==> config.mk <==
export PLATFORM = sky130hd
export DESIGN_NAME = zmf_queue
export DESIGN_NICKNAME = d
export VERILOG_FILES = /design/src/hdl/zmf_pkg.sv /design/src/hdl/zmf_queue.sv
export SDC_FILE = /design/constraint.sdc
export NUM_CORES = 1
export LEC_CHECK = 0
export BUFFER_PORTS_ARGS = -buffer_cell sky130_fd_sc_hd__buf_2
export CORE_AREA = 2 2 57 59
export CTS_CLUSTER_SIZE = 20
export DETAILED_ROUTE_END_ITERATION = 10
export DIE_AREA = 0 0 59 61
export PLACE_DENSITY = 0.66
export SETUP_SLACK_MARGIN = 0.4
export SLEW_MARGIN = 20
export SYNTH_ARGS = -nofsm -noshare
export SYNTH_HDL_FRONTEND = slang
export SYNTH_SLANG_ARGS = --single-unit
==> constraint.sdc <==
create_clock -name clk -period 3 [get_ports clk]
set_input_delay 0.45 -clock clk [delete_from_list [all_inputs] [get_ports clk]]
set_output_delay 0.45 -clock clk [all_outputs]
set_load 0.1 [all_outputs]
==> src/hdl/zmf_pkg.sv <==
`default_nettype none
// ----------------------------------------------------------------------------
// zmf_pkg
// Shared constants, types and arithmetic helpers of the zero-mod-N subarray
// finder.
// ----------------------------------------------------------------------------
package zmf_pkg;

    localparam int MAX_LENGTH     = 1024;
    localparam int VALUE_BITS     = 16;
    localparam int INDEX_BITS     = $clog2(MAX_LENGTH);
    localparam int MOD_BITS       = INDEX_BITS + 1;
    localparam int VALUE_CNT_BITS = $clog2(VALUE_BITS);
    localparam int SUM_BITS       = INDEX_BITS + 1;
    localparam int SUM_CNT_BITS   = $clog2(SUM_BITS);
    localparam int EPOCH_BITS     = 8;

    typedef struct packed {
        logic [INDEX_BITS-1:0] residue;
        logic                  final_element;
    } item_t;

    typedef struct packed {
        logic [EPOCH_BITS-1:0] epoch;
        logic [INDEX_BITS-1:0] position;
    } entry_t;

    // Clamps the programmed modulus into the range 1..MAX_LENGTH.
    function automatic logic [MOD_BITS-1:0] effective_modulus(
        input logic [MOD_BITS-1:0] modulus
    );
        logic [MOD_BITS-1:0] m;
        if (modulus == '0) begin
            m = MOD_BITS'(1);
        end else if (modulus > MOD_BITS'(MAX_LENGTH)) begin
            m = MOD_BITS'(MAX_LENGTH);
        end else begin
            m = modulus;
        end
        return m;
    endfunction

    // One step of a restoring remainder: shifts in one dividend bit and
    // subtracts the modulus once when the partial remainder reaches it.
    function automatic logic [INDEX_BITS-1:0] mod_step(
        input logic [INDEX_BITS-1:0] rem,
        input logic                  dividend_bit,
        input logic [MOD_BITS-1:0]   m
    );
        logic [MOD_BITS-1:0] t;
        t = {rem, dividend_bit};
        if (t >= m) begin
            t = t - m;
        end
        return t[INDEX_BITS-1:0];
    endfunction

endpackage
`default_nettype wire

==> src/hdl/zmf_queue.sv <==
`default_nettype none
// ----------------------------------------------------------------------------
// zmf_queue
// Two-entry queue of reduced elements between the front and the back.
// ----------------------------------------------------------------------------
module zmf_queue (
    input  wire logic             clk,
    input  wire logic             rst_n,
    input  wire logic             push_valid,
    output logic                  push_ready,
    input  wire zmf_pkg::item_t   push_data,
    output logic                  pop_valid,
    input  wire logic             pop_ready,
    output zmf_pkg::item_t        pop_data
);

    zmf_pkg::item_t  slot_reg [2];
    logic            wr_ptr_reg, wr_ptr_next;
    logic            rd_ptr_reg, rd_ptr_next;
    logic [1:0]      count_reg, count_next;
    logic            do_push;
    logic            do_pop;

    assign push_ready = (count_reg != 2'd2);
    assign pop_valid  = (count_reg != 2'd0);
    assign pop_data   = slot_reg[rd_ptr_reg];
    assign do_push    = push_valid && push_ready;
    assign do_pop     = pop_valid && pop_ready;

    always_comb
    begin
        wr_ptr_next = wr_ptr_reg ^ do_push;
        rd_ptr_next = rd_ptr_reg ^ do_pop;
        count_next  = count_reg + {1'b0, do_push} - {1'b0, do_pop};
    end

    always_ff @(posedge clk or negedge rst_n)
    begin
        if (!rst_n)
        begin
            wr_ptr_reg <= 1'b0;
            rd_ptr_reg <= 1'b0;
            count_reg  <= 2'd0;
        end
        else
        begin
            wr_ptr_reg <= wr_ptr_next;
            rd_ptr_reg <= rd_ptr_next;
            count_reg  <= count_next;
        end
    end

    always_ff @(posedge clk)
    begin
        if (do_push)
        begin
            slot_reg[wr_ptr_reg] <= push_data;
        end
    end

endmodule
`default_nettype wire

Word-level counts from Yosys, hierarchy flattened. Memories as Yosys holds them, arrays and structs flattened. Index checks and enable logic that the tools add are counted.

Input bits: 15. Bits in writable memories: 22. Word-level logic and storage cells: 14. Memories: 1. Output and inout bits: 13. Bits in registers: 4.

Memory list: slot_reg (depth 2, bits a word 11, read ports 1, clocked after memory_dff 0, wr ports 1, line zmf_queue.sv:17) `zmf_pkg::item_t slot_reg [2];`.

Bitwise gates (word level): 2. Equal/unequal tests: 1. $add $sub $neg: 2. Mux-type cells: 2. Reduce and logical (&&, ||, !) cells: 3.

Operator list (count): $add A2 B1 Y2 (1); $logic_and A1 B1 Y1 (2); $mux W1 (2); $ne A2 B2 Y1 const B (1); $reduce_bool A2 Y1 (1); $sub A2 B1 Y2 (1); $xor A1 B1 Y1 (2).

Longest topological paths before layout.
Depth after elaboration: 4. Gate-level depth with buffers: 5. Gate-level depth less buffers: 5.

Least setup slack after synthesis. No wires, ideal clock.

Kind: flip-flop to flip-flop. From: register count_reg[0]. To: memory slot_reg[0][0] (netlist bit) (enable). Required time: 2651 ps. Buffers on the path: 0. Setup slack: 837 ps. Arrival: 1814 ps. Stages on the path, launching flop included: 4. Library setup time: 349 ps. Clock period less this slack: 2163 ps. Path through: dfrtp_1 nand2b_1 and2_1 ha_1.

Cells in the longest elaborated chain, start to end: 4.

RTL lines: from (decl) (line zmf_queue.sv:20) `logic [1:0] count_reg, count_next;`; from (signal assigned) (line zmf_queue.sv:49) `count_reg <= count_next;`; $ne A2 B2 Y1 (line zmf_queue.sv:24) `assign push_ready = (count_reg != 2'd2);`; named net push_ready (line zmf_queue.sv:10) `output logic push_ready,`; $logic_and A1 B1 Y1 (line zmf_queue.sv:27) `assign do_push = push_valid && push_ready;`; $mux W1 (line zmf_queue.sv:55) `if (do_push)`; $mux W1 (implied by the code) (line zmf_queue.sv:57) `slot_reg[wr_ptr_reg] <= push_data;`; to (decl) (line zmf_queue.sv:17).

The timed path passes the listed nets, and every way through them passes these cells.

==> run_results.csv <==
group,metric,value,unit
synthesis,synthMostInstantiatedCell,"edfxtp_1",
synthesis,postSynthCellCount,57,
die,dieArea,0.003599,sq mm
place,dp_hpwl,1102,um
synthesis,async_flop_share,15.38,%
synthesis,yosys.area.top_type,"edfxtp_1",
run,timing.max_cap.violations,0,
worst_setup_path,end_kind,"output pin",
synthesis,ys_types,19,
synthesis,synth_top_area_share,64.86,%
timing,period_minus_slack,2141,ps
drt,vias,571,
die,fp.dieH,61,um
die,io_pins,28,
timing,fin_skew,6.657,ps
synthesis,ys_ff_latch,26,
clocking,cts_tree,"yes",
clocking,clkLatencyLatePin,310,ps
layout,fill_cells,275,
global_route,antenna_found_initial,0,
drt,route.detailed.drc,0,
worst_setup_path,critPathSlowestCell,"dfrtp_1",
timing,tightest_slew,525.6,ps
layout,largest_reg_flops,22,
synthesis,synth-seq-area-share,74.69,%
global_route,track_usage,9.334,%
drt,drt-wirelength-per-cell,12.69,um
synthesis,synth_edf_count,22,
worst_setup_path,path_max_fanout,12,
drt,wirelength,1535,um
global_route,grt_pass1_vias,546,
synthesis,yosys-top-cells-area,"edfxtp_1, mux2_2, dfrtp_1, ha_1, xnor2_1",
die,start_util,34.49,%
layout,drive_gt1_share,48.86,%
worst_setup_path,crit_chain,"mux2_2 -> buf_2",
global_route,grt_overflow,0,
worst_setup_path,worstPathRequired,2550,ps
timing,timing.final.crit_share,71.37,%
drt,via_per_inst,4.719,
die,core_area,0.002953,sq mm
timing,fmax,467.1,MHz
worst_setup_path,cp.arrival,1690,ps
global_route,grt_pass1_wl,2394,um
synthesis,synth.yosys.warnings,0,
drt,drtIter0Drc,11,
die,die_x,59,um
clocking,cts_hold_repair.buffers,1,
timing,holdWs,323.7,ps
synthesis,ys.flop_type,"edfxtp_1",
clocking,htreeDepth,1,
layout,final_net_count,106,
global_route,grt_max_degree,16,
layout,area_growth,22.97,%
synthesis,syn_nets,74,
clocking,clkTransAtPathRegs,130,ps
clocking,cts_max_path_buffers,2,
drt,drtAntennaViolNets,0,
status,status,"complete, no violations",
clocking,cts-root-buf,"clkbuf_4",
timing,setup-tns-final,0,ps
die,num_rows,20,
timing,finalSetupViolCount,0,
drt,first_pass_iters,2,
worst_setup_path,path_class,"reg -> out",
timing,rsz0062_at_grt,"false",
clocking,numCtsBuffers,3,
worst_setup_path,cpPeakStageDelay,700,ps
clocking,cts_resized,0,
timing,relSlewSlack,64.96,%
worst_setup_path,startpoint_type,"flop",
synthesis,syn_area_per_cell,17.87,sq um
synthesis,netlist_area,0.001018,sq mm
place,gp_congestion,0.6871,
min_path,min_path_type,"in -> reg",
place,port-buffer-count,27,
clocking,postCtsSetupBuffers,0,
layout,diodes,0,
synthesis,synthTopCellsByCount,"edfxtp_1, mux2_2, dfrtp_1",
timing,hold_viol_final,0,
clocking,cts_sinks,26,
timing,drv_slew,0,
==> layout make-up <==
| type | count | area, sq um | area share, % |
|---|---|---|---|
| inverters | 2 | 7.507 | 0.5994 |
| clock inverters | 1 | 30.03 | 2.398 |
| multi-input cells | 28 | 245.2 | 19.58 |
| flip-flops and latches | 26 | 760.7 | 60.74 |
| repair buffers | 28 | 145.1 | 11.59 |
| clock buffers | 3 | 22.52 | 1.798 |
| well taps | 33 | 41.29 | 3.297 |
==> layout by cell type (no fill, tap or decap), types with 2 or more instances in the layout <==
| cell | Yosys | layout |
|---|---|---|
| xnor2_1 | 2 | 2 |
| dfrtp_1 | 4 | 4 |
| edfxtp_1 | 22 | 22 |
| nor2_1 | 2 | 2 |
| inv_1 | 2 | 2 |
| mux2_2 | 11 | 11 |
| ha_1 | 2 | 2 |
| clkbuf_4 | 0 | 3 |
| buf_2 | 1 | 27 |
==> worst max-delay path: cells and delay by family, from the launching register on <==
family   cells  cell delay (ps)
buf+inv      1              290
flops        1              700
mux          1              400
==> worst paths after layout <==
check                           cells past startpoint  slack, ps    startpoint        endpoint
max in group asynchronous                           2       2420         rst_n      rd_ptr_reg
worst max register to register                      3       1400  count_reg[0]  slot_reg[0][9]
worst max-delay path                                2        860    rd_ptr_reg     pop_data[7]
worst min-delay path                                1        320  push_data[8]  slot_reg[1][8]
worst min register to register                      3        620    wr_ptr_reg      wr_ptr_reg
min in group asynchronous                           2        450         rst_n    count_reg[0]
==> layer usage <==
layer | routed length (um) | up-vias | track usage [%]
met1 | 679 | 270 | 11.23
met2 | 727 | 22 | 15.08
li1 | - | 277 | -
met3 | 117 | 2 | 2.985
met5 | 0 | - | 0
met4 | 12 | 0 | 4.870
==> cell families after synthesis <==
group | after synthesis | synth area share [%]
flops | 26 | 74.69
mux | 11 | 12.16
simple gates | 9 | 4.670
compound gates | 4 | 3.071
buf+inv | 3 | 1.228
xor+xnor | 2 | 1.720
fa+ha+maj | 2 | 2.457
==> metrics by stage <==
step | worst slack, ps | cell area, sq um | cells | util [%]
2_1_floorplan | 837.3 | 1018 | 57 | -
3_3_place_gp | 1201 | 1190 | 116 | 40.30
3_5_place_dp | 1190 | 1190 | 116 | 40.30
4_1_cts | 822.9 | 1252 | 121 | 42.42
5_1_grt | 764.9 | 1252 | 121 | 42.42
6_report | 858.9 | 1252 | 121 | 42.42
Power is not shown: default switching activity piles up to over one toggle a cycle in this logic, so the estimate is an artifact.
