**config.mk**
```make
export PLATFORM = sky130hd
export DESIGN_NAME = zmf_front_flat
export DESIGN_NICKNAME = d
export VERILOG_FILES = /design/src/hdl/zmf_pkg.sv /design/src/hdl/zmf_if.sv /design/src/hdl/zmf_front.sv /design/src/flat_wrapper.sv
export SDC_FILE = /design/constraint.sdc
export NUM_CORES = 1
export LEC_CHECK = 0
export BUFFER_PORTS_ARGS = -buffer_cell sky130_fd_sc_hd__buf_2
export CORE_MARGIN = 2
export CORE_UTILIZATION = 40
export CTS_BUF_LIST = sky130_fd_sc_hd__clkbuf_4 sky130_fd_sc_hd__clkbuf_8
export DETAILED_ROUTE_END_ITERATION = 6
export GPL_ROUTABILITY_DRIVEN = 0
export PLACE_DENSITY = 0.61
export SLEW_MARGIN = 20
export SYNTH_ARGS = -nofsm -noshare
export SYNTH_HDL_FRONTEND = slang
export SYNTH_SLANG_ARGS = --single-unit
```
**constraint.sdc**
```tcl
create_clock -name clk -period 4 [get_ports clk]
set_clock_uncertainty 0.1 [all_clocks]
set_input_delay 0 -clock clk [delete_from_list [all_inputs] [get_ports clk]]
set_output_delay 0 -clock clk [all_outputs]
set_load 0.03 [all_outputs]
```
**src/hdl/zmf_pkg.sv**
```systemverilog
`default_nettype none
// ----------------------------------------------------------------------------
// zmf_pkg
// Shared constants, types and arithmetic helpers of the zero-mod-N subarray
// finder.
// ----------------------------------------------------------------------------
package zmf_pkg;

    localparam int MAX_LENGTH     = 1024;
    localparam int VALUE_BITS     = 16;
    localparam int INDEX_BITS     = $clog2(MAX_LENGTH);
    localparam int MOD_BITS       = INDEX_BITS + 1;
    localparam int VALUE_CNT_BITS = $clog2(VALUE_BITS);
    localparam int SUM_BITS       = INDEX_BITS + 1;
    localparam int SUM_CNT_BITS   = $clog2(SUM_BITS);
    localparam int EPOCH_BITS     = 8;

    typedef struct packed {
        logic [INDEX_BITS-1:0] residue;
        logic                  final_element;
    } item_t;

    typedef struct packed {
        logic [EPOCH_BITS-1:0] epoch;
        logic [INDEX_BITS-1:0] position;
    } entry_t;

    // Clamps the programmed modulus into the range 1..MAX_LENGTH.
    function automatic logic [MOD_BITS-1:0] effective_modulus(
        input logic [MOD_BITS-1:0] modulus
    );
        logic [MOD_BITS-1:0] m;
        if (modulus == '0) begin
            m = MOD_BITS'(1);
        end else if (modulus > MOD_BITS'(MAX_LENGTH)) begin
            m = MOD_BITS'(MAX_LENGTH);
        end else begin
            m = modulus;
        end
        return m;
    endfunction

    // One step of a restoring remainder: shifts in one dividend bit and
    // subtracts the modulus once when the partial remainder reaches it.
    function automatic logic [INDEX_BITS-1:0] mod_step(
        input logic [INDEX_BITS-1:0] rem,
        input logic                  dividend_bit,
        input logic [MOD_BITS-1:0]   m
    );
        logic [MOD_BITS-1:0] t;
        t = {rem, dividend_bit};
        if (t >= m) begin
            t = t - m;
        end
        return t[INDEX_BITS-1:0];
    endfunction

endpackage
`default_nettype wire

```
**src/hdl/zmf_if.sv**
```systemverilog
`default_nettype none
// ----------------------------------------------------------------------------
// zmf_if
// Valid/ready channel interfaces for array elements and found ranges.
// ----------------------------------------------------------------------------
interface zmf_in_if;
    logic                            valid;
    logic                            ready;
    logic [zmf_pkg::VALUE_BITS-1:0]  value;
    logic                            final_element;

    modport source (output valid, output value, output final_element, input ready);
    modport sink   (input valid, input value, input final_element, output ready);
endinterface

`default_nettype wire

```
**src/hdl/zmf_front.sv**
```systemverilog
`default_nettype none
// ----------------------------------------------------------------------------
// zmf_front
// Accepts array elements and reduces each value modulo the modulus, one
// dividend bit per cycle.
// ----------------------------------------------------------------------------
module zmf_front (
    input  wire logic                          clk,
    input  wire logic                          rst_n,
    zmf_in_if.sink                             in_ch,
    input  wire logic [zmf_pkg::MOD_BITS-1:0]  m,
    output logic                               push_valid,
    input  wire logic                          push_ready,
    output zmf_pkg::item_t                     push_data
);

    typedef enum logic [1:0] {
        F_IDLE,
        F_RUN,
        F_PUSH
    } state_t;

    state_t                               state_reg, state_next;
    logic [zmf_pkg::VALUE_BITS-1:0]       value_reg, value_next;
    logic [zmf_pkg::INDEX_BITS-1:0]       rem_reg, rem_next;
    logic [zmf_pkg::VALUE_CNT_BITS-1:0]   cnt_reg, cnt_next;
    logic                                 last_reg, last_next;

    assign in_ch.ready             = (state_reg == F_IDLE);
    assign push_valid              = (state_reg == F_PUSH);
    assign push_data.residue       = rem_reg;
    assign push_data.final_element = last_reg;

    always_comb
    begin
        state_next = state_reg;
        value_next = value_reg;
        rem_next   = rem_reg;
        cnt_next   = cnt_reg;
        last_next  = last_reg;
        case (state_reg)
            F_IDLE:
            begin
                if (in_ch.valid)
                begin
                    value_next = in_ch.value;
                    last_next  = in_ch.final_element;
                    rem_next   = '0;
                    cnt_next   = zmf_pkg::VALUE_CNT_BITS'(zmf_pkg::VALUE_BITS - 1);
                    state_next = F_RUN;
                end
            end
            F_RUN:
            begin
                rem_next = zmf_pkg::mod_step(rem_reg, value_reg[cnt_reg], m);
                cnt_next = cnt_reg - 1'b1;
                if (cnt_reg == '0)
                begin
                    state_next = F_PUSH;
                end
            end
            F_PUSH:
            begin
                if (push_ready)
                begin
                    state_next = F_IDLE;
                end
            end
            default:
            begin
                state_next = F_IDLE;
            end
        endcase
    end

    always_ff @(posedge clk or negedge rst_n)
    begin
        if (!rst_n)
        begin
            state_reg <= F_IDLE;
            value_reg <= '0;
            rem_reg   <= '0;
            cnt_reg   <= '0;
            last_reg  <= 1'b0;
        end
        else
        begin
            state_reg <= state_next;
            value_reg <= value_next;
            rem_reg   <= rem_next;
            cnt_reg   <= cnt_next;
            last_reg  <= last_next;
        end
    end

endmodule
`default_nettype wire

```
**src/flat_wrapper.sv**
```systemverilog
// flat-port wrapper written by rule: the top's interface ports become plain ports
module zmf_front_flat 
  (clk, rst_n, m, push_valid, push_ready, push_data, in_ch_valid, in_ch_value, in_ch_final_element, in_ch_ready);
  zmf_in_if in_ch_i ();
  input  wire logic clk;
  input  wire logic rst_n;
  input  wire logic [zmf_pkg::MOD_BITS-1:0] m;
  output logic push_valid;
  input  wire logic push_ready;
  output zmf_pkg::item_t push_data;
  input wire logic [$bits(in_ch_i.valid)-1:0] in_ch_valid;
  input wire logic [$bits(in_ch_i.value)-1:0] in_ch_value;
  input wire logic [$bits(in_ch_i.final_element)-1:0] in_ch_final_element;
  output wire logic [$bits(in_ch_i.ready)-1:0] in_ch_ready;
  assign in_ch_i.valid = in_ch_valid;
  assign in_ch_i.value = in_ch_value;
  assign in_ch_i.final_element = in_ch_final_element;
  assign in_ch_ready = in_ch_i.ready;
  zmf_front u_core (.clk(clk), .rst_n(rst_n), .in_ch(in_ch_i), .m(m), .push_valid(push_valid), .push_ready(push_ready), .push_data(push_data));
endmodule
```
* Yosys cells after proc, flatten, opt, wreduce, memory -nomap -nowiden
Cells that the tools add are included.
** Word-level totals
- Flip-flop bits (word level) :: 33
- Output and inout bits :: 13
- Input port bits :: 32
** Operators by class
- Reductions and logical operators :: 6
- Magnitude comparators :: 2
- Equality and inequality tests :: 5
- Add/subtract/negate cells :: 2
- Mux-type cells :: 11
** Operator list (count)
- two-way mux 10 bit :: 2
- one-hot mux 10 bit (2 select lines) :: 1
- greater-or-equal comparator 11 bit :: 1
- subtractor 10 bit :: 1
- one-hot mux 4 bit (2 select lines) :: 1
- two-way mux 2 bit :: 3
- one-hot mux 2 bit (3 select lines) :: 1
- less-than comparator 4 x 5 -> 1 bit, second input constant :: 1
- binary-select mux 1 bit (select 4 bit) :: 1
- zero test 4 bit :: 1
- two-way mux 4 bit :: 1
- inequality test 2 x 1 -> 1 bit, second input constant :: 2
- AND reduction 2 bit :: 2
- subtractor 4 x 1 -> 4 bit, second input constant :: 1
- AND reduction 3 bit :: 1
- equality test 2 x 1 -> 1 bit, second input constant :: 1
- equality test 2 bit, second input constant :: 1
- zero test 2 bit :: 1
- inequality test 2 bit, second input constant :: 1
- nonzero test 2 bit :: 1
- two-way mux 1 bit :: 1

* Logic depth before layout (Yosys ltp)
- Depth after elaboration :: 5
- Depth in mapped cells :: 12
- Depth with buffers taken out :: 11

* Worst setup path after synthesis
OpenSTA, ideal clock, no wires.
- Kind :: register to register
- Start point :: reg u_core.cnt_reg[0] in the netlist's numbering
- End point :: reg u_core.rem_reg[8] in the netlist's numbering
- Library setup time :: 0.126 ns
- Data arrival time :: 2.741 ns
- Cell stages (with the launch flop) :: 13
- Slack :: 1.032 ns
- Clock period less this slack :: 2.968 ns
- Path buffers :: 1
- Required time :: 3.774 ns
- Cell sequence :: dfrtp_1 buf_2 mux2i_1 a221oi_1 a22o_1 nor2_1 ha_1 fa_1 nand2b_1 a211oi_1 o31a_2 a2111oi_1 a311o_1
** Between the ends
- Cells in the longest elaborated chain, start to end :: 5
- Elaborated cells on any way between the ends :: 6
** Ends and longest elaborated chain
- from (decl) :: line zmf_front.sv:26 : logic [zmf_pkg::VALUE_CNT_BITS-1:0] cnt_reg, cnt_next;
- from (signal assigned) :: line zmf_front.sv:91 : cnt_reg <= cnt_next;
- binary-select mux 1 bit (select 4 bit) (*) :: line zmf_front.sv:55 : rem_next = zmf_pkg::mod_step(rem_reg, value_reg[cnt_reg], m);
- two-way mux 1 bit (implied by the code) (*) :: line zmf_front.sv:55
- subtractor 10 bit / greater-or-equal comparator 11 bit (equally long branches) :: line zmf_pkg.sv:53, zmf_pkg.sv:52
- two-way mux 10 bit (*) :: line zmf_pkg.sv:52 : if (t >= m) begin
- one-hot mux 10 bit (2 select lines) (*) :: line zmf_front.sv:41 : case (state_reg)
- to (signal assigned) :: line zmf_front.sv:90 : rem_reg <= rem_next;
- to (decl) :: line zmf_front.sv:25 : logic [zmf_pkg::INDEX_BITS-1:0] rem_reg, rem_next;
Mark *: on every way between the ends. The rest lies on a longest branch, timed or not. The select of a mux whose other input is x is not followed.
A chain may end at the register's enable or synchronous reset.

* Worst setup path in the final report
Same ends and word-level chain as after synthesis.

==> flow_metrics.env <==
export IMPL_antenna_found_initial=0
export IMPL_grt_overflow=0
export IMPL_internal_power_mw=1.14
export IMPL_layout_common_cells="nand2_1 (61), buf_2 (44), dfrtp_1 (33)"
export IMPL_critPathMaxFanout=9
export IMPL_final_util_pct=50.8
export IMPL_comb_power_share_pct=57.8
export IMPL_drive_gt1_share_pct=22.0
export IMPL_final_common_cell="nand2_1"
export IMPL_r2r_cells=11
export IMPL_status="complete, no violations"
export IMPL_finalHoldViolCount=0
export IMPL_power_per_cell_area_mw_per_mm2=770
export IMPL_hold_class="in -> reg"
export IMPL_viasPerCell=5.44
export IMPL_cts_made_buffers=5
export IMPL_drtAntennaViolNets=0
export IMPL_cts_root_buf="clkbuf_8"
export IMPL_rows=27
export IMPL_wire_per_inst_um=14.2
export IMPL_grt_max_degree=34
export IMPL_maxCapViolCount=0
export IMPL_insertion_delay_ns=0.28
export IMPL_synthArstFlopShare_pct=100
export IMPL_cts_tree="done"
export IMPL_fin_nets=358
export IMPL_rsz0062_at_grt="false"
export IMPL_syn_nets=301
export IMPL_layout_min_cycle_time_ns=3.25
export IMPL_drc=0
export IMPL_ys_ff_latch=33
export IMPL_yosys_most_used_dff="dfrtp_1"
export IMPL_synth_avg_cell_area_um2=8.69
export IMPL_synth_enable_flop_cells=0
export IMPL_n_antenna_cell=0
export IMPL_pwr_share_seq_pct=29.9
export IMPL_hold_depth=3
export IMPL_max_stage_delay_ns=0.57
export IMPL_start_kind="register"
export IMPL_fin_crit_sh_pct=81.3
export IMPL_crit_required_ns=4.08
export IMPL_port_buffers=44
export IMPL_largest_reg_flops=16
export IMPL_crit_slowest_cell="dfrtp_1"
export IMPL_worst_ep_arrival_time_ns=3.33
export IMPL_p_leak_nw=1.36
export IMPL_die_w_um=78.6
export IMPL_setup_tns_ns=0
export IMPL_grtUsageTotal_pct=19.2
export IMPL_cts_sinks=33
export IMPL_multi_input_area_mm2=0.00128
export IMPL_dpl_cell_count=359
export IMPL_grt_pass1_wl_um=9430
export IMPL_path_class="reg -> reg"
export IMPL_initial_core_util_pct=40.9
export IMPL_whs_ns=0.0239
export IMPL_die_h_um=78.6
export IMPL_grt_pass1_vias=2010
export IMPL_ys_types=53
export IMPL_synth_area_mm2=0.00222
export IMPL_drv_slew=0
export IMPL_core_mm2=0.00544
export IMPL_ys_warn_count=0
export IMPL_num_vias=2100
export IMPL_boundaryPins=45
export IMPL_worst_pin_slew_ns=0.928
export IMPL_endpoint_kind="register"
export IMPL_drt_total_wl_um=5490
export IMPL_synth_seq_area_share_pct=37.1
export IMPL_die_area_mm2=0.00617
export IMPL_regArea_um2=826
export IMPL_layout_cells_non_filler=386
export IMPL_nFillCells=544
export IMPL_firstDrtPassIters=4
export IMPL_fmax_mhz=308
export IMPL_sw_frac_of_total_pct=46.3
export IMPL_first_iter_violations=72
export IMPL_cp_cell_sequence="mux2i_1 > a221oi_1 > a22o_1 > nor2_1 > ha_1 > fa_1 > nand2b_1 > a211oi_1 > o31a_2 > a2111oi_1 > a311o_1"
export IMPL_finalSetupViolations=0
export IMPL_ir_drop_mv=0.350
export IMPL_cts_htree_levels=2
export IMPL_p_sw_mw=0.984
export IMPL_relSlewSlack_pct=38.0
export IMPL_netlist_instances=256
export IMPL_clk_pin_slew_ns=0.07
export IMPL_clk_path_buf_depth=2
export IMPL_dpl_hpwl_um=3940
export IMPL_p_clk_share_pct=12.3
export IMPL_area_growth_pct=24.2
-- through the flow --
| step | power (mW) | worst slack [ns] | area [µm²] |
|---|---|---|---|
| floorplan | 1.57 | 1.03 | 2220 |
| global placement | 1.85 | 0.855 | 2480 |
| detailed placement | 1.87 | 0.731 | 2480 |
| CTS | 2.14 | 0.734 | 2760 |
| global route | 2.32 | 0.428 | 2760 |
| finish | 2.13 | 0.748 | 2760 |
-- routing by layer --
layer	routed length (µm)	global-route usage, %	vias to the layer above
met5	0	0	-
met4	55	4.74	0
met3	281	3.79	5
met2	2660	33.1	53
met1	2490	24.8	1011
li1	-	-	1031
-- power by group through the flow --
stage               sequential, mW  clock [mW]  combinational (mW)
CTS                          0.640       0.267                1.24
detailed placement           0.649           0                1.22
global placement             0.646           0                1.20
finish                       0.636       0.261                1.23
floorplan                    0.681           0               0.891
global route                 0.659       0.282                1.38
-- cell type report --
cell class / count / area share, %
Clock buffer: 7 / 3.04
Tap cell: 72 / 3.26
Inverter: 15 / 2.04
Timing Repair Buffer: 64 / 15.1
Clock inverter: 1 / 0.272
Multi-Input combinational cell: 194 / 46.4
Sequential cell: 33 / 29.9
-- synthesized netlist by cell type, drive strengths merged, types with 2 or more instances --
| cell | n | share of area, % |
|---|---|---|
| nand4 | 5 | 1.4 |
| a221oi | 2 | 0.79 |
| xnor2 | 2 | 0.79 |
| and2 | 2 | 0.56 |
| nand3b | 3 | 1.0 |
| and3 | 4 | 1.1 |
| a21o | 5 | 1.7 |
| mux4 | 2 | 2.0 |
| inv | 15 | 2.5 |
| nand3 | 11 | 2.5 |
| o31ai | 3 | 1.0 |
| a211oi | 6 | 2.0 |
| a21oi | 9 | 2.7 |
| nand2b | 4 | 1.1 |
| o21ba | 2 | 0.90 |
| o2111ai | 3 | 1.2 |
| o211ai | 5 | 1.7 |
| nor2 | 10 | 2.0 |
| a2111oi | 3 | 1.2 |
| o21ai | 6 | 1.4 |
| a311o | 2 | 0.90 |
| or3 | 4 | 1.2 |
| clkbuf | 9 | 1.5 |
| and4 | 2 | 0.90 |
| buf | 5 | 1.2 |
| mux2i | 4 | 1.8 |
| nand2 | 61 | 10 |
| nor2b | 3 | 0.84 |
| dfrtp | 33 | 37 |
| nor3 | 5 | 1.4 |
| ha | 12 | 6.8 |
-- critical path, delay by kind of cell (launching register included) --
kind            cells  cell delay (ns)
flops               1             0.57
simple gates        2             0.25
mux                 1             0.14
fa+ha+maj           2             0.60
compound gates      6             1.48
-- cells by family after synthesis --
family                     after synthesis  share of synthesized area [%]
AOI/OAI and AO/OA                       54                           19.1
xor gates and xnor gates                 3                           1.18
adders and majority gates               13                           7.65
buffers and inverters                   29                           5.29
DFF                                     33                           37.1
muxes                                    6                           3.83
and+or+nand+nor                        118                           25.8
-- what timing repair did --
action                                 in CTS  in global routing
setup buffers                               0                  0
resized for setup                           0                  0
hold buffers                               19                  0
endpoints found under the hold margin      51                  0
-- worst paths after layout --
check	endpoint	slack, ns	from
min	u_core.rem_reg[0]	0.02	m[0]
max	u_core.rem_reg[8]	0.75	u_core.cnt_reg[0]
min reg2reg	u_core.value_reg[14]	0.38	u_core.value_reg[14]
max reg2reg	u_core.rem_reg[8]	0.75	u_core.cnt_reg[0]
max in group asynchronous	u_core.value_reg[4]	3.12	rst_n
min in group asynchronous	u_core.rem_reg[4]	0.21	rst_n
No activity file was read; power rests on OpenSTA's default activity.
